$ cat src/hkc_pkg.sv
// ----------------------------------------------------------------------------
// Hermite keyframe curve package
// Shared types, action codes and command structures for the curve core.
// ----------------------------------------------------------------------------
package hkc_pkg;

    localparam int MaxKeys = 16;
    localparam int SlotW = $clog2(MaxKeys);
    localparam int CountW = 5;

    localparam logic [2:0] ACT_LOAD = 3'd0;
    localparam logic [2:0] ACT_SETVAL = 3'd1;
    localparam logic [2:0] ACT_SETDER = 3'd2;
    localparam logic [2:0] ACT_READ = 3'd3;
    localparam logic [2:0] ACT_EVAL = 3'd4;

    typedef struct packed {
        logic capture;
        logic load_key;
        logic scan_clear;
        logic scan_step;
        logic scan_done;
        logic seg_step;
        logic write_nearest;
        logic div_start;
        logic div_step;
        logic mul_step;
        logic finish;
    } hkc_cmd_t;

    typedef struct packed {
        logic [2:0] action;
        logic slot_ok;
        logic scan_last;
        logic seg_last;
        logic div_last;
        logic mul_last;
    } hkc_status_t;

endpackage

$ cat src/hkc_control.sv
// ----------------------------------------------------------------------------
// Hermite keyframe curve controller
// Sequences capture, scans, division, multiplies and the result strobe.
// ----------------------------------------------------------------------------
module hkc_control
(
    input  logic                 clk,
    input  logic                 rst_n,
    input  logic                 start,
    output logic                 busy,
    output logic                 done,
    output hkc_pkg::hkc_cmd_t    cmd,
    input  hkc_pkg::hkc_status_t status
);
    import hkc_pkg::*;

    localparam logic [3:0] ST_IDLE = 4'd0;
    localparam logic [3:0] ST_DECODE = 4'd1;
    localparam logic [3:0] ST_SCAN = 4'd2;
    localparam logic [3:0] ST_WRITE = 4'd3;
    localparam logic [3:0] ST_SEG = 4'd4;
    localparam logic [3:0] ST_DIVSET = 4'd5;
    localparam logic [3:0] ST_DIV = 4'd6;
    localparam logic [3:0] ST_MUL = 4'd7;
    localparam logic [3:0] ST_FINISH = 4'd8;
    localparam logic [3:0] ST_OUT = 4'd9;

    logic [3:0] state_reg;
    logic [3:0] state_next;

    always_comb
    begin
        state_next = state_reg;
        cmd = '0;
        case (state_reg)
            ST_IDLE:
            begin
                if (start)
                begin
                    cmd.capture = 1'b1;
                    state_next = ST_DECODE;
                end
            end
            ST_DECODE:
            begin
                cmd.scan_clear = 1'b1;
                if (status.action == ACT_LOAD)
                begin
                    cmd.load_key = 1'b1;
                    state_next = ST_FINISH;
                end
                else if (status.action > ACT_EVAL)
                    state_next = ST_FINISH;
                else
                    state_next = ST_SCAN;
            end
            ST_SCAN:
            begin
                cmd.scan_step = 1'b1;
                if (status.scan_last)
                    state_next = ST_WRITE;
            end
            ST_WRITE:
            begin
                cmd.write_nearest = 1'b1;
                if (status.action == ACT_EVAL)
                begin
                    cmd.scan_done = 1'b1;
                    state_next = ST_SEG;
                end
                else
                    state_next = ST_FINISH;
            end
            ST_SEG:
            begin
                cmd.seg_step = 1'b1;
                if (status.seg_last)
                    state_next = ST_DIVSET;
            end
            ST_DIVSET:
            begin
                cmd.div_start = 1'b1;
                state_next = ST_DIV;
            end
            ST_DIV:
            begin
                cmd.div_step = 1'b1;
                if (status.div_last)
                    state_next = ST_MUL;
            end
            ST_MUL:
            begin
                cmd.mul_step = 1'b1;
                if (status.mul_last)
                    state_next = ST_FINISH;
            end
            ST_FINISH:
            begin
                cmd.finish = 1'b1;
                state_next = ST_OUT;
            end
            ST_OUT:
                state_next = ST_IDLE;
            default:
                state_next = ST_IDLE;
        endcase
    end

    always_ff @(posedge clk or negedge rst_n)
    begin
        if (!rst_n)
            state_reg <= ST_IDLE;
        else
            state_reg <= state_next;
    end

    assign busy = (state_reg != ST_IDLE);
    assign done = (state_reg == ST_OUT);

endmodule

$ cat config.mk
export PLATFORM = sky130hd
export DESIGN_NAME = hkc_control
export DESIGN_NICKNAME = d
export VERILOG_FILES = /design/src/hkc_pkg.sv /design/src/hkc_control.sv
export SDC_FILE = /design/constraint.sdc
export NUM_CORES = 1
export LEC_CHECK = 0
export ABC_AREA = 1
export ABC_CLOCK_PERIOD_IN_PS = 2600
export BUFFER_PORTS_ARGS = -buffer_cell sky130_fd_sc_hd__buf_2
export CORE_AREA = 2 2 39 41
export DETAILED_ROUTE_END_ITERATION = 10
export DIE_AREA = 0 0 41 43
export REMOVE_ABC_BUFFERS = 1
export SKIP_CTS_REPAIR_TIMING = 1
export SLEW_MARGIN = 20
export SYNTH_ARGS = -nofsm -noshare
export SYNTH_HDL_FRONTEND = slang
export SYNTH_SLANG_ARGS = --single-unit
$ cat constraint.sdc
create_clock -name clk -period 2.6 [get_ports clk]
set_clock_uncertainty 0.05 [all_clocks]
set_input_delay 0 -clock clk [delete_from_list [all_inputs] [get_ports clk]]
set_output_delay 0 -clock clk [all_outputs]
set_load 0.02 [all_outputs]
==> results.cfg, run 1 <==
[critical_path]
regToRegSetupSlack_ns = 1.29
worstReg2RegEnd = state_reg[3]$_DFFE_PN0P_
ff2ff_path_depth = 6
crit_arrival_ns = 1.35
cp.required_ns = 2.55
cp_max_fo = 7
path_depth = 4
path_delay_family = simple AND/OR/NAND/NOR gates
timing.rr.start = state_reg[0]$_DFFE_PN0P_
crit_type = register to output port
cp-start-kind = register
path_cells = nor2_2 -> nand2_1 -> nor2_1 -> buf_2
crit_path_max_incr_delay_ns = 0.44
cp_slowest_cell = dfrtp_1
cp-end-kind = output port
path_buf_inv = 1

[route]
viasPerCell = 4.513
routedWlPerCell_um = 8.588
dr.pass1.iters = 4
vias = 537
ant_nets = 0
routed_wirelength_um = 1022
drc = 0
drt_iter0_markers = 8

[clocking]
clk_pin_slew_ns = 0.04
clock-sinks = 4
numCtsBuffers = 3
cts_tree = done
clkLatencyLatePin_ns = 0.23
clk_path_buf_depth = 2
cts_root_buf = clkbuf_4
cts-htree-levels = 1

[power]
p_comb_frac = 0.669
p_sw_frac = 0.5484
total_power_mw = 0.6139
clkPwrFrac = 0.119
pwr-share-seq = 0.213
p_sw_mw = 0.3367
p_per_area_mw_per_mm2 = 987.3
internal-power_mw = 0.2773
p_leak_nw = 0.4203
peakVddDrop_mv = 0.4168

[sta]
setup_viol = 0
rsz0062_at_grt = false
relSlewSlack = 0.8284
finalCritPeriodShare = 0.5377
period_minus_slack_ns = 1.398
fmaxAchievable_mhz = 715.3
hold_viol_final = 1
final_max_slew_viol_count = 0
worst_slack_ns = 1.202
setup_tns_ns = 0
holdWs_ns = -0.007653
tightest_slew_ns = 0.2572

[floorplanning]
rows = 14
core-area_mm2 = 0.001384
initial_core_util = 0.3318
dieWidth_um = 41
die-area_mm2 = 0.001763
io_pins = 24
die_h_um = 43

[finish]
area_growth_pct = 35.42
diodes = 0
largest_reg_flops = 4
drive_gt1_frac = 0.3786
mostFrequentLayoutCell = buf_2
utilization = 0.4494
fin_nets = 118
most-common-layout-cells = buf_2 (22), inv_1 (15), nand2_1 (11), nor2_1 (11), nand3_1 (11)
final_cells = 119

[logic_synthesis]
synth_top_cell_by_area = dfrtp_1
synth_cell_type_count = 16
yosys-top-cells-area = dfrtp_1 (22%), inv_1 (12%), nand3_1 (12%)
synth_top_area_share = 0.2180
yosys_register_bits = 4
syn_area_um2 = 459.2
synthCells = 77
ys_seq_area_frac = 0.2180
avgSynthCellArea_um2 = 5.964
yosys_warnings = 0

[grt]
grt_pass1_wl_um = 1545
track_usage = 0.1268
grt_pass1_vias = 435
grt_max_degree = 8
antenna_found_initial = 0
grt_overflow = 0

[status]
violations = negative hold slack
outcome = complete, but fails checks

[placed_design]
gp_congestion = 0.7681
post-place-cells = 115
place_ws_ns = 1.276
port_buffers = 22
place_hpwl_um = 882.8

[worst_hold_path]
worstHoldStart = status[0]
holdPathStages = 4
holdPathEnd = state_reg[0]$_DFFE_PN0P_
hp-class = input pin to register

[run]
cap_violations = 0
==> kinds of logic after synthesis <==
group                    Yosys count  synth area share
flip-flops                         4            0.2180
adder cells (fa/ha/maj)            2           0.05449
AO/OA/AOI/OAI                      4           0.05721
AND/OR/NAND/NOR                   47            0.5068
buffers and inverters             20            0.1635
==> cells in the mapped netlist, drive strengths merged <==
library cell,count
nor3,3
clkinv,1
o21bai,2
a21oi,1
ha,2
o22ai,1
nand2,16
nand3b,1
nand3,11
inv,19
dfrtp,4
nor2,16
==> power by group through the flow <==
stage | clock [mW] | sequential, mW | combinational (mW)
2_1_floorplan | 0 | 0.122 | 0.313
3_3_place_gp | 0 | 0.131 | 0.411
3_5_place_dp | 0 | 0.131 | 0.412
4_1_cts | 0.0757 | 0.131 | 0.413
5_1_grt | 0.0810 | 0.137 | 0.458
6_report | 0.0728 | 0.130 | 0.411
==> worst reg2reg max path: cells and delay by family (launching register included) <==
| kind | cells | cell delay (ns) |
|---|---|---|
| simple gates | 5 | 0.59 |
| buf+inv | 1 | 0.11 |
| flops | 1 | 0.44 |
==> layer usage <==
| metal | wire length [um] | GRT usage | share of wire | vias up |
|---|---|---|---|---|
| met1 | 484 | 0.1553 | 0.47 | 234 |
| met2 | 486 | 0.2063 | 0.48 | 17 |
| li1 | - | - | - | 286 |
| met3 | 51 | 0.03141 | 0.050 | 0 |
| met5 | 0 | 0 | 0 | - |
| met4 | 0 | 0.04000 | 0 | 0 |
==> worst max-delay path by stage <==
| stage | start | end |
|---|---|---|
| final | state_reg[3]$_DFFE_PN0P_ | cmd[6] |
| after global routing | state_reg[0]$_DFFE_PN0P_ | done |
| after CTS | state_reg[3]$_DFFE_PN0P_ | cmd[6] |
| after detailed placement | state_reg[0]$_DFFE_PN0P_ | state_reg[3]$_DFFE_PN0P_ |
| after global placement | state_reg[0]$_DFFE_PN0P_ | state_reg[3]$_DFFE_PN0P_ |
| after floorplan | state_reg[3]$_DFFE_PN0P_ | state_reg[2]$_DFFE_PN0P_ |
==> stage by stage <==
stage	hold slack (ns)	area, um^2
5_1_grt	0.01685	621.8
2_1_floorplan	-0.3456	459.2
3_5_place_dp	-0.2431	589.3
6_report	-0.007653	621.8
4_1_cts	-0.4869	611.8
3_3_place_gp	-0.2462	589.3
==> final cells by class <==
type	count	area [um^2]
Timing Repair Buffer	23	120.1
Fill cell	166	762.0
Tap cell	16	20.02
Inverter	20	75.07
Multi-Input combinational cell	53	284.0
Sequential cell	4	100.1
Clock buffer	3	22.52
Power figures use the tool's default switching activity.
==> inputs of run 2 (changes only) <==
ABC_CLOCK_PERIOD_IN_PS = 1300   (was 2600)
clock period = 1.3 ns   (was 2.6 ns; I/O delays follow)
==> results.cfg, run 2 (synthesis gave the netlist of run 1 again) <==
[power]
internal-power_mw = 0.7246
p_comb_frac = 0.694
pwr-share-seq = 0.207
p_per_area_mw_per_mm2 = 2076
p_sw_frac = 0.5206
p_leak_nw = 0.4534
peakVddDrop_mv = 0.9565
p_sw_mw = 0.7868
total_power_mw = 1.511
clkPwrFrac = 0.099

[critical_path]
cp_max_fo = 4
cp.required_ns = 1.25
cp_slowest_cell = dfrtp_2
crit_arrival_ns = 1.29
cp-end-kind = output port
path_cells = nor2_4 -> nand2_2 -> buf_4 -> nor2_1 -> buf_4
crit_path_max_incr_delay_ns = 0.44
cp-start-kind = register
crit_type = register to output port
crit_top_cell = buf_4
path_delay_family = flip-flops
path_buf_inv = 2

[route]
dr.pass1.iters = 4
routed_wirelength_um = 1172
ant_nets = 0
drc = 0
routedWlPerCell_um = 9.452
drt_iter0_markers = 13
viasPerCell = 4.685
vias = 581

[sta]
tightest_slew_ns = 0.1978
fmaxAchievable_mhz = 744.4
period_minus_slack_ns = 1.343
rsz0062_at_grt = true
worst_slack_ns = -0.04334
setup_viol = 3
finalCritPeriodShare = 1.033
relSlewSlack = 0.8671
hold_viol_final = 0
final_max_slew_viol_count = 0

[grt]
grt_max_degree = 8
grt_pass1_vias = 442
grt_pass1_wl_um = 1676
antenna_found_initial = 0
grt_overflow = 0
track_usage = 0.1371

[clocking]
clkLatencyLatePin_ns = 0.23
clock-sinks = 4
clk_path_buf_depth = 2
cts_tree = done
cts-htree-levels = 1
cts_root_buf = clkbuf_4
numCtsBuffers = 3
clk_pin_slew_ns = 0.04

[floorplanning]
io_pins = 24
core-area_mm2 = 0.001384
die_h_um = 43
die-area_mm2 = 0.001763
initial_core_util = 0.3318
dieWidth_um = 41
rows = 14

[worst_hold_path]
hp-class = input pin to register

[placed_design]
port_buffers = 22
place_hpwl_um = 894.1
place_ws_ns = -0.01287
gp_congestion = 0.7818

[finish]
drive_gt1_frac = 0.5185
diodes = 0
most-common-layout-cells = buf_2 (14), inv_1 (13), buf_4 (12)
utilization = 0.5262
fin_nets = 123
largest_reg_flops = 4
fillers = 144
area_growth_pct = 58.58
mostFrequentLayoutCell = buf_2

[status]
outcome = complete, but fails checks
violations = negative setup slack

[run]
cap_violations = 0
==> run 2: stage by stage <==
stage          std cells  TNS (ns)  hold WS, ns  instance area, um^2
6_report             124  -0.08059      0.01324                728.2
5_1_grt              124   -0.6531      0.02762                728.2
4_1_cts              120   -0.8019      -0.4887                626.9
3_5_place_dp         117  -0.02280      -0.2430                604.3
3_3_place_gp         117         0      -0.2451                604.3
2_1_floorplan         77         0      -0.3456                459.2
==> run 2: final cells by class <==
| class | count | area, um^2 | area share |
|---|---|---|---|
| clock buffers | 3 | 22.52 | 0.03093 |
| inverters | 20 | 77.57 | 0.1065 |
| multi-input cells | 53 | 321.6 | 0.4416 |
| flip-flops and latches | 4 | 105.1 | 0.1443 |
| well taps | 16 | 20.02 | 0.02749 |
| repair buffers | 28 | 181.4 | 0.2491 |
==> run 2: worst reg2reg max path, stage by stage (launching register included) <==
cell and delay, ns:
dfrtp_2 0.44, nor2_4 0.18, buf_4 0.15, nand3_1 0.10
inv_2 0.09, nor2_4 0.05, nand3_1 0.06, nand2_1 0.05
==> run 2: worst paths after layout <==
path	startpoint	to	slack (ns)	cells after the start
hold reg to reg	state_reg[0]$_DFFE_PN0P_	state_reg[0]$_DFFE_PN0P_	0.64	3
hold / removal	status[0]	state_reg[0]$_DFFE_PN0P_	0.01	4
min in group asynchronous	rst_n	state_reg[3]$_DFFE_PN0P_	0.05	2
max in group asynchronous	rst_n	state_reg[0]$_DFFE_PN0P_	1.01	2
setup / recovery	state_reg[2]$_DFFE_PN0P_	cmd[6]	-0.04	5
setup reg to reg	state_reg[2]$_DFFE_PN0P_	state_reg[1]$_DFFE_PN0P_	0.01	7
==> run 2: power groups by stage <==
stage                     clock [mW]  sequential [mW]  combinational [mW]
after floorplan                    0            0.244               0.626
after global placement             0            0.263               0.847
after detailed placement           0            0.262               0.848
after CTS                      0.154            0.262               0.851
after global routing           0.157            0.323                1.15
final                          0.149            0.313                1.05
==> run 2: metal layers <==
layer,track usage,vias to the layer above,part of all wire
li1,-,298,-
met3,0.01571,0,0.082
met5,0,-,0
met1,0.1824,255,0.42
met2,0.2125,28,0.50
met4,0.06000,0,0
==> inputs of run 3 (changes only) <==
BUFFER_PORTS_ARGS = -buffer_cell sky130_fd_sc_hd__buf_4   (was -buffer_cell sky130_fd_sc_hd__buf_2)
==> results.cfg, run 3 (synthesis gave the netlist of run 1 again) <==
[route]
routedWlPerCell_um = 9.863
routed_wirelength_um = 1223
vias = 569
drt_iter0_markers = 9
viasPerCell = 4.589
ant_nets = 0
dr.pass1.iters = 4
drc = 0

[critical_path]
timing.rr.start = state_reg[2]$_DFFE_PN0P_
path_depth = 6
startpoint = state_reg[0]$_DFFE_PN0P_
cp-start-kind = register
crit_arrival_ns = 1.25
cp_max_fo = 6
cp_slowest_cell = dfrtp_2
path_delay_family = flip-flops
path_buf_inv = 3
path_cells = nand2_4 -> inv_4 -> nand2_2 -> buf_4 -> nor2_2 -> buf_4
worstReg2RegEnd = state_reg[1]$_DFFE_PN0P_
cp.required_ns = 1.25
ff2ff_path_depth = 7
crit_path_max_incr_delay_ns = 0.45
endpoint = cmd[6]
cp-end-kind = output port
crit_top_cell = buf_4
crit_type = register to output port
regToRegSetupSlack_ns = 0.03

[grt]
antenna_found_initial = 0
grt_pass1_vias = 492
grt_pass1_wl_um = 1856
grt_max_degree = 8
track_usage = 0.1584
grt_overflow = 0

[floorplanning]
rows = 14
dieWidth_um = 41
initial_core_util = 0.3318
die_h_um = 43
core-area_mm2 = 0.001384
die-area_mm2 = 0.001763
io_pins = 24

[sta]
tightest_slew_ns = 0.2005
finalCritPeriodShare = 0.9999
final_max_slew_viol_count = 0
fmaxAchievable_mhz = 769.3
holdWs_ns = -0.01301
period_minus_slack_ns = 1.300
setup_tns_ns = 0
relSlewSlack = 0.8660
rsz0062_at_grt = true
setup_viol = 0
hold_viol_final = 1

[finish]
drive_gt1_frac = 0.5648
utilization = 0.5823
fillers = 129
final_area_um2 = 805.8
largest_reg_flops = 4
mostFrequentLayoutCell = buf_4
most-common-layout-cells = buf_4 (22), inv_1 (12), nand3_1 (11)
area_growth_pct = 75.48
diodes = 0
fin_nets = 123

[clocking]
clkLatencyLatePin_ns = 0.23
cts_root_buf = clkbuf_4
numCtsBuffers = 3
clk_pin_slew_ns = 0.04
cts_tree = done
clock-sinks = 4
cts-htree-levels = 1
clk_path_buf_depth = 2

[placed_design]
gp_congestion = 0.7552
post_dp_cell_area_um2 = 659.4
place_hpwl_um = 946.8
port_buffers = 22

[power]
p_leak_nw = 0.4744
peakVddDrop_mv = 1.400
total_power_mw = 1.663
p_per_area_mw_per_mm2 = 2064

[status]
violations = negative hold slack
outcome = complete, but fails checks

[worst_hold_path]
hp-class = input pin to register
holdPathStages = 4

[run]
cap_violations = 0
## run 3: cell counts in the layout (fill, tap and decap cells not counted)
No cell type changed its count.
## run 3: worst min path at each step
stage / start / slack (ns) / to
6_report: status[0] / -0.01 / state_reg[0]$_DFFE_PN0P_
5_1_grt: status[0] / 0.03 / state_reg[0]$_DFFE_PN0P_
4_1_cts: rst_n / -0.50 / state_reg[0]$_DFFE_PN0P_
3_5_place_dp: rst_n / -0.25 / state_reg[2]$_DFFE_PN0P_
3_3_place_gp: rst_n / -0.25 / state_reg[2]$_DFFE_PN0P_
2_1_floorplan: rst_n / -0.35 / state_reg[0]$_DFFE_PN0P_
## run 3: layout make-up
class                           count  area (um^2)  area share
Timing Repair Buffer               28        231.5      0.2873
Tap cell                           16        20.02     0.02484
Inverter                           20        77.57     0.09627
Sequential cell                     4        105.1      0.1304
Multi-Input combinational cell     53        349.1      0.4332
Clock buffer                        3        22.52     0.02795
## run 3: routing by layer
metal | GRT usage | routed length (um)
met1 | 0.1895 | 506
met2 | 0.2438 | 631
met3 | 0.03141 | 68
met4 | 0.1000 | 17
met5 | 0 | 0
## run 3: per-stage QoR
| stage | hold slack [ns] | cells | worst slack (ns) |
|---|---|---|---|
| 2_1_floorplan | -0.3456 | 77 | 0.07430 |
| 3_3_place_gp | -0.2517 | 117 | -0.01388 |
| 3_5_place_dp | -0.2518 | 117 | -0.006649 |
| 4_1_cts | -0.4990 | 120 | -0.1977 |
| 5_1_grt | 0.02550 | 124 | -0.06559 |
| 6_report | -0.01301 | 124 | 0.00007427 |
## run 3: report_power, final
part / internal (mW) / switching (mW) / leakage (nW) / total (mW)
Clock: 0.103 / 0.0473 / 0.0138 / 0.150
Combinational: 0.519 / 0.690 / 0.414 / 1.21
Sequential: 0.187 / 0.116 / 0.0466 / 0.303
Total: 0.809 / 0.854 / 0.474 / 1.66
## run 3: worst min-delay path, delay by kind of cell
| family | cells | cell delay (ns) |
|---|---|---|
| AND/OR/NAND/NOR | 2 | 0.12 |
| buffers and inverters | 2 | 0.11 |
